<file path="src/hdl/ttb_pkg.sv">
// Package with item types and constants of the tangent basis unit.
`timescale 1ns / 1ps
package ttb_pkg;

  localparam int QueueDepth = 2;

  typedef struct packed {
    logic signed [31:0] pos_x;
    logic signed [31:0] pos_y;
    logic signed [31:0] pos_z;
    logic signed [31:0] tex_u;
    logic signed [31:0] tex_v;
    logic mesh_start;
  } vtx_item_t;

  typedef struct packed {
    logic signed [15:0] tangent_x;
    logic signed [15:0] tangent_y;
    logic signed [15:0] tangent_z;
    logic signed [15:0] bitangent_x;
    logic signed [15:0] bitangent_y;
    logic signed [15:0] bitangent_z;
    logic degenerate;
  } res_item_t;

  typedef struct packed {
    logic [2:0][32:0] e1;
    logic [2:0][32:0] e2;
    logic [32:0] du1;
    logic [32:0] dv1;
    logic [32:0] du2;
    logic [32:0] dv2;
  } tri_t;

endpackage

</file>
<file path="src/hdl/ttb_front.sv">
// Front end: groups vertices into triangles and queues their edge deltas.
`timescale 1ns / 1ps
module ttb_front import ttb_pkg::*; #(
  parameter int Depth = QueueDepth
) (
  input  logic      clk,
  input  logic      rst,
  input  logic      vtx_valid,
  output logic      vtx_stall,
  input  vtx_item_t vtx,
  output logic      tri_valid,
  input  logic      tri_pop,
  output tri_t      tri_data
);

  localparam int Aw = (Depth > 1) ? $clog2(Depth) : 1;

  logic [31:0] pos0 [3];
  logic [31:0] pos1 [3];
  logic [31:0] uv0 [2];
  logic [31:0] uv1 [2];
  logic [1:0] phase;
  logic [1:0] ph_eff;
  logic [31:0] cur [3];
  tri_t q_mem [Depth];
  logic [Aw-1:0] wp, rp;
  logic [Aw:0] count;
  logic accept, push, pop;
  tri_t entry;

  assign cur[0] = vtx.pos_x;
  assign cur[1] = vtx.pos_y;
  assign cur[2] = vtx.pos_z;

  assign vtx_stall = (count == (Aw+1)'(Depth));
  assign accept = vtx_valid && !vtx_stall;
  assign ph_eff = (vtx.mesh_start || phase == 2'd3) ? 2'd0 : phase;
  assign push = accept && (ph_eff == 2'd2);
  assign pop = tri_pop && tri_valid;
  assign tri_valid = (count != '0);
  assign tri_data = q_mem[rp];

  always_comb begin
    for (int c = 0; c < 3; c++) begin
      entry.e1[c] = {pos1[c][31], pos1[c]} - {pos0[c][31], pos0[c]};
      entry.e2[c] = {cur[c][31], cur[c]} - {pos0[c][31], pos0[c]};
    end
    entry.du1 = {uv1[0][31], uv1[0]} - {uv0[0][31], uv0[0]};
    entry.dv1 = {uv1[1][31], uv1[1]} - {uv0[1][31], uv0[1]};
    entry.du2 = {vtx.tex_u[31], vtx.tex_u} - {uv0[0][31], uv0[0]};
    entry.dv2 = {vtx.tex_v[31], vtx.tex_v} - {uv0[1][31], uv0[1]};
  end

  always_ff @(posedge clk) begin
    if (rst) begin
      phase <= 2'd0;
      wp <= '0;
      rp <= '0;
      count <= '0;
    end else begin
      if (accept) begin
        if (ph_eff == 2'd0) begin
          for (int c = 0; c < 3; c++) pos0[c] <= cur[c];
          uv0[0] <= vtx.tex_u;
          uv0[1] <= vtx.tex_v;
          phase <= 2'd1;
        end else if (ph_eff == 2'd1) begin
          for (int c = 0; c < 3; c++) pos1[c] <= cur[c];
          uv1[0] <= vtx.tex_u;
          uv1[1] <= vtx.tex_v;
          phase <= 2'd2;
        end else begin
          phase <= 2'd0;
        end
      end
      if (push) begin
        q_mem[wp] <= entry;
        wp <= (wp == Aw'(Depth - 1)) ? '0 : wp + 1'b1;
      end
      if (pop) rp <= (rp == Aw'(Depth - 1)) ? '0 : rp + 1'b1;
      count <= count + (Aw+1)'(push) - (Aw+1)'(pop);
    end
  end

endmodule

</file>
<file path="config.mk">
export PLATFORM = sky130hd
export DESIGN_NAME = ttb_front
export DESIGN_NICKNAME = d
export VERILOG_FILES = /design/src/hdl/ttb_pkg.sv /design/src/hdl/ttb_front.sv
export SDC_FILE = /design/constraint.sdc
export NUM_CORES = 1
export LEC_CHECK = 0
export ABC_AREA = 1
export BUFFER_PORTS_ARGS = -buffer_cell sky130_fd_sc_hd__buf_2
export CORE_AREA = 2 2 309 434
export DETAILED_ROUTE_END_ITERATION = 8
export DIE_AREA = 0 0 311 436
export SETUP_SLACK_MARGIN = 0.4
export SLEW_MARGIN = 5
export SYNTH_ARGS = -nofsm -noshare
export SYNTH_HDL_FRONTEND = slang
export SYNTH_SLANG_ARGS = --single-unit
</file>
<file path="constraint.sdc">
create_clock -name clk -period 34.2 [get_ports clk]
set_input_delay 5.13 -clock clk [delete_from_list [all_inputs] [get_ports clk]]
set_output_delay 5.13 -clock clk [all_outputs]
set_load 0.02 [all_outputs]
</file>
# Word level (Yosys, flattened, before mapping)
# Memories as Yosys holds them, arrays and structs flattened. A register that Yosys moved wholly into a read port is not among the register bits.
# Cells that the tools add are included.
# word_totals
regBits	6
ram_bits	980
in_bits	165
out_inout_bits	332
wordCells	53
mem_count	5
# classes
addsub	14
n_eq_ne	4
muxes	19
n_reduce_logical	7
# mem_list
name	depth	word_bits	rd	rd_ports_with_merged_regs	write_ports	line	rtl
q_mem	2	330	1	1	1	ttb_front.sv:25	tri_t q_mem [Depth];
pos0	3	32	3	0	3	ttb_front.sv:18	logic [31:0] pos0 [3];
pos1	3	32	3	0	3	ttb_front.sv:19	logic [31:0] pos1 [3];
uv0	2	32	2	0	2	ttb_front.sv:20	logic [31:0] uv0 [2];
uv1	2	32	2	0	2	ttb_front.sv:21	logic [31:0] uv1 [2];
# ops
operator	n
32-bit by 32-bit subtractor with 33-bit output	10
1-bit 2-to-1 mux	16
2-bit == test, second input constant	3
2-bit 2-to-1 mux	3
1-bit logical AND	3
1-bit adder, second input constant	2
2-bit by 1-bit adder with 2-bit output	1
2-bit by 1-bit == test with 1-bit output, second input constant	1
2-bit zero test	1
2-bit nonzero test	1
2-bit by 1-bit subtractor with 2-bit output	1
1-bit zero test	1
1-bit logical OR	1

# Longest topological paths before layout
# logic_depth
depth_word	9
depth_mapped	14
ltp_nobuf	14

# Least setup slack after synthesis
# OpenSTA, ideal clock, no wires.
# synth_path
path_type	input-to-reg
from	in rst
to	mem q_mem[1][0] in the netlist's numbering, enable pin
t_arrival_ns	27.731
t_required_ns	32.774
setup_slack_ns	5.043
cell_stages	2
n_path_buf	1
cell_sequence	clkbuf_1 -> nor3_1
# synth_between
elab_chain_cells	2
# synth_lines
element	line	rtl
start, declared	ttb_front.sv:7	input logic rst,
1-bit 2-to-1 mux	ttb_front.sv:55	if (rst) begin
1-bit 2-to-1 mux (implied by the code)	ttb_front.sv:77	q_mem[wp] <= entry;
end, declared	ttb_front.sv:25	
# No other way between the ends.

==> impl_metrics.py <==
metrics = {
    "run_status": {
        "status": "complete, no violations",
    },
    "min_path": {
        "holdCritPathClass": "reg2reg",
    },
    "routing": {
        "wl_per_cell_um": 17.4,
        "first_pass_iters": 5,
        "vias": 44100,
        "route.detailed.drc": 0,
        "routed_wl_um": 161000,
        "postRouteAntennaNets": 0,
        "routed_via_density": 4.77,
        "drt_iter0_drc": 2590,
    },
    "final_layout": {
        "drive_gt1_frac": 0.145,
        "final_cell_area_um2": 66800,
        "num-nets-final": 7879,
        "areaGrowthSynthToFinish_pct": 13.5,
    },
    "logic_synthesis": {
        "ys_types": 29,
        "avgSynthCellArea_um2": 8.64,
        "ys_ff_latch": 987,
        "seq_area_frac_synth": 0.502,
        "synth_cells": 6816,
        "syn_area_um2": 58900,
        "yosysWarnings": 0,
        "syn-num-nets": 7313,
    },
    "grt": {
        "use_met2": 0.427,
        "met3_usage": 0.0425,
        "antenna_found_initial": 45,
        "grt-ovfl-total": 0,
        "grt_pass1_wl_um": 245000,
        "grtUsageMet1": 0.279,
        "grt_pass1_vias": 43200,
        "track_usage": 0.234,
        "grt-busiest-layer": "met2",
        "grt_max_degree": 161,
    },
    "timing": {
        "rsz0062_at_grt": "no",
        "slew_viol_final": 0,
        "slew_headroom": 0.248,
        "tns_ns": 0,
        "fin_crit_ns": 8.92,
        "tightest_slew_ns": 1.13,
        "clock.fmax_mhz": 112,
        "setup_viol": 0,
        "finalHoldViolations": 0,
        "finClkSkew_ns": 0.0314,
        "final.period_utilization": 0.261,
    },
    "placed_design": {
        "gp_congestion": 0.937,
        "place_area_um2": 63500,
        "portBuffers": 496,
        "dp_hpwl_um": 129000,
    },
    "setup_path": {
        "criticalPathCategory": "reg2out",
        "cp_max_fo": 63,
        "critPathSlowestCell": "dfxtp_4",
        "start_kind": "flop",
        "path_cells": "buf_4 -> buf_4 -> mux2_2 -> buf_2",
        "cp_slowest_stage_delay_ns": 0.84,
        "worstPathRequired_ns": 29.07,
        "regToRegSetupSlack_ns": 30.55,
        "endpoint_kind": "output pin",
        "crit_path_frequent_cell": "buf_4",
        "cp_data_arrival_time_ns": 3.79,
    },
    "clocking": {
        "cts-root-buf": "clkbuf_16",
        "cts_setup_buffers": 0,
        "clkLatencyLatePin_ns": 0.73,
        "cts_hold_buf": 0,
        "cts_resized": 0,
        "cts_made_buffers": 97,
        "cts.sinks": 987,
        "htree_num_levels": 3,
        "cts_tree": "yes",
        "clk_pin_slew_ns": 0.06,
        "max-clock-path-buffers": 3,
    },
    "power_and_ir_drop": {
        "power_density_nw_per_um2": 48.2,
        "ir_drop_uv": 57.8,
        "p_leak_nw": 33.2,
    },
    "floorplanning": {
        "ios": 497,
        "die_x_um": 311,
        "die_y_um": 436,
        "initial_core_util": 0.447,
        "core_um2": 132000,
        "dieArea_um2": 136000,
        "rows": 158,
    },
    "flow_run": {
        "max_cap_violations": 0,
    },
}
logic make-up after synthesis:
kind of cell	after synthesis	synth area share
muxes	330	0.0631
buffers and inverters	1481	0.0969
DFF	987	0.502
adders and majority gates	332	0.0718
xor gates and xnor gates	151	0.0225
and+or+nand+nor	3302	0.223
AOI/OAI and AO/OA	233	0.0211
report_power, final:
| group | total (W) | switching (W) | leakage (nW) | internal [W] |
|---|---|---|---|---|
| Clock | 0.00112 | 0.000477 | 1.60 | 0.000647 |
| Combinational | 0.000697 | 0.000465 | 22.6 | 0.000232 |
| Sequential | 0.00140 | 0.0000120 | 8.94 | 0.00139 |
| Total | 0.00322 | 0.000955 | 33.2 | 0.00227 |
layout make-up:
| type | instances | area (um2) |
|---|---|---|
| fill | 12600 | 64800 |
| sequential | 987 | 29600 |
| multi-input combinational | 4348 | 23600 |
| inverter | 1436 | 5390 |
| timing repair buffer | 512 | 2650 |
| clock buffer | 110 | 2520 |
| tap | 1760 | 2200 |
| clock inverter | 68 | 810 |
| antenna | 17 | 42.5 |
cell usage after synthesis, drive strengths merged:
master / number / share of area
nor2: 421 / 0.027
ha: 322 / 0.068
fa: 10 / 0.0034
nand4: 40 / 0.0042
clkbuf: 2 / 0.00013
buf: 43 / 0.0053
mux2: 330 / 0.063
inv: 1436 / 0.092
dfxtp: 7 / 0.0024
o21bai: 10 / 0.0013
nand2: 2552 / 0.17
edfxtp: 980 / 0.50
a21o: 10 / 0.0013
xor2: 131 / 0.019
xnor2: 20 / 0.0030
nand3: 233 / 0.021
o21ai: 1 / 0.00015
nor3b: 3 / 0.00038
nor3: 21 / 0.0018
a21oi: 212 / 0.018
and2: 20 / 0.0021
or2: 12 / 0.0013
path summary, 6_finish.rpt:
kind	from	to	depth (start not counted)
worst max register to register	phase[1]	q_mem[0][225]	7
worst min-delay path	wp	wp	2
worst min register to register	wp	wp	2
worst max-delay path	flop	tri_data[137]	4
through the flow:
| stage | worst slack (ns) | instances | total power, W | hold slack [ns] | utilization |
|---|---|---|---|---|---|
| global placement | 25.59 | 9043 | 0.00212 | 0.456 | 0.482 |
| finish | 25.28 | 9238 | 0.00322 | 0.471 | 0.508 |
| global route | 25.06 | 9229 | 0.00337 | 0.502 | 0.507 |
| floorplan | 5.04 | 6816 | 0.00191 | 0.439 | - |
| detailed placement | 25.66 | 9043 | 0.00213 | 0.463 | 0.482 |
| CTS | 25.17 | 9221 | 0.00326 | 0.475 | 0.507 |
critical path, delay by kind of cell (launching register included):
kind                   cells  cell delay, ns
DFF                        1            0.84
muxes                      1            0.42
buffers and inverters      3            1.63
registers in the layout, summed over array words and instances (netlist names), named ones only:
signal	count
wp	1
count	2
q_mem	660
pos1	96
pos0	96
phase	2
uv1	64
uv0	64
rp	1
per-layer routing:
layer | vias up | share of wire
met4 | 36 | 0.026
met5 | - | 0.0014
met1 | 20300 | 0.41
met2 | 895 | 0.51
met3 | 242 | 0.054
li1 | 22600 | -
cells in the final DEF, fill, tap and decap left out, types with 6 or more instances in the layout:
| master | count |
|---|---|
| xor2_1 | 131 |
| fa_1 | 10 |
| o21bai_1 | 10 |
| nand2_1 | 2495 |
| ha_1 | 322 |
| buf_4 | 12 |
| inv_6 | 6 |
| buf_2 | 496 |
| clkinv_2 | 14 |
| or2_1 | 10 |
| diode_2 | 17 |
| clkinv_1 | 14 |
| nand4_1 | 40 |
| a21oi_2 | 6 |
| a21oi_1 | 206 |
| bufinv_16 | 15 |
| nor2_1 | 416 |
| nand3_1 | 222 |
| clkinv_4 | 6 |
| nand3_2 | 11 |
| a21o_1 | 10 |
| inv_1 | 1436 |
| xnor2_1 | 20 |
| clkbuf_1 | 11 |
| clkinvlp_4 | 9 |
| clkbuf_16 | 99 |
| mux2_2 | 330 |
| dfxtp_1 | 6 |
| nor3_1 | 20 |
| nand2_2 | 57 |
| and2_1 | 20 |
| edfxtp_1 | 980 |
Power figures use the tool's default switching activity.
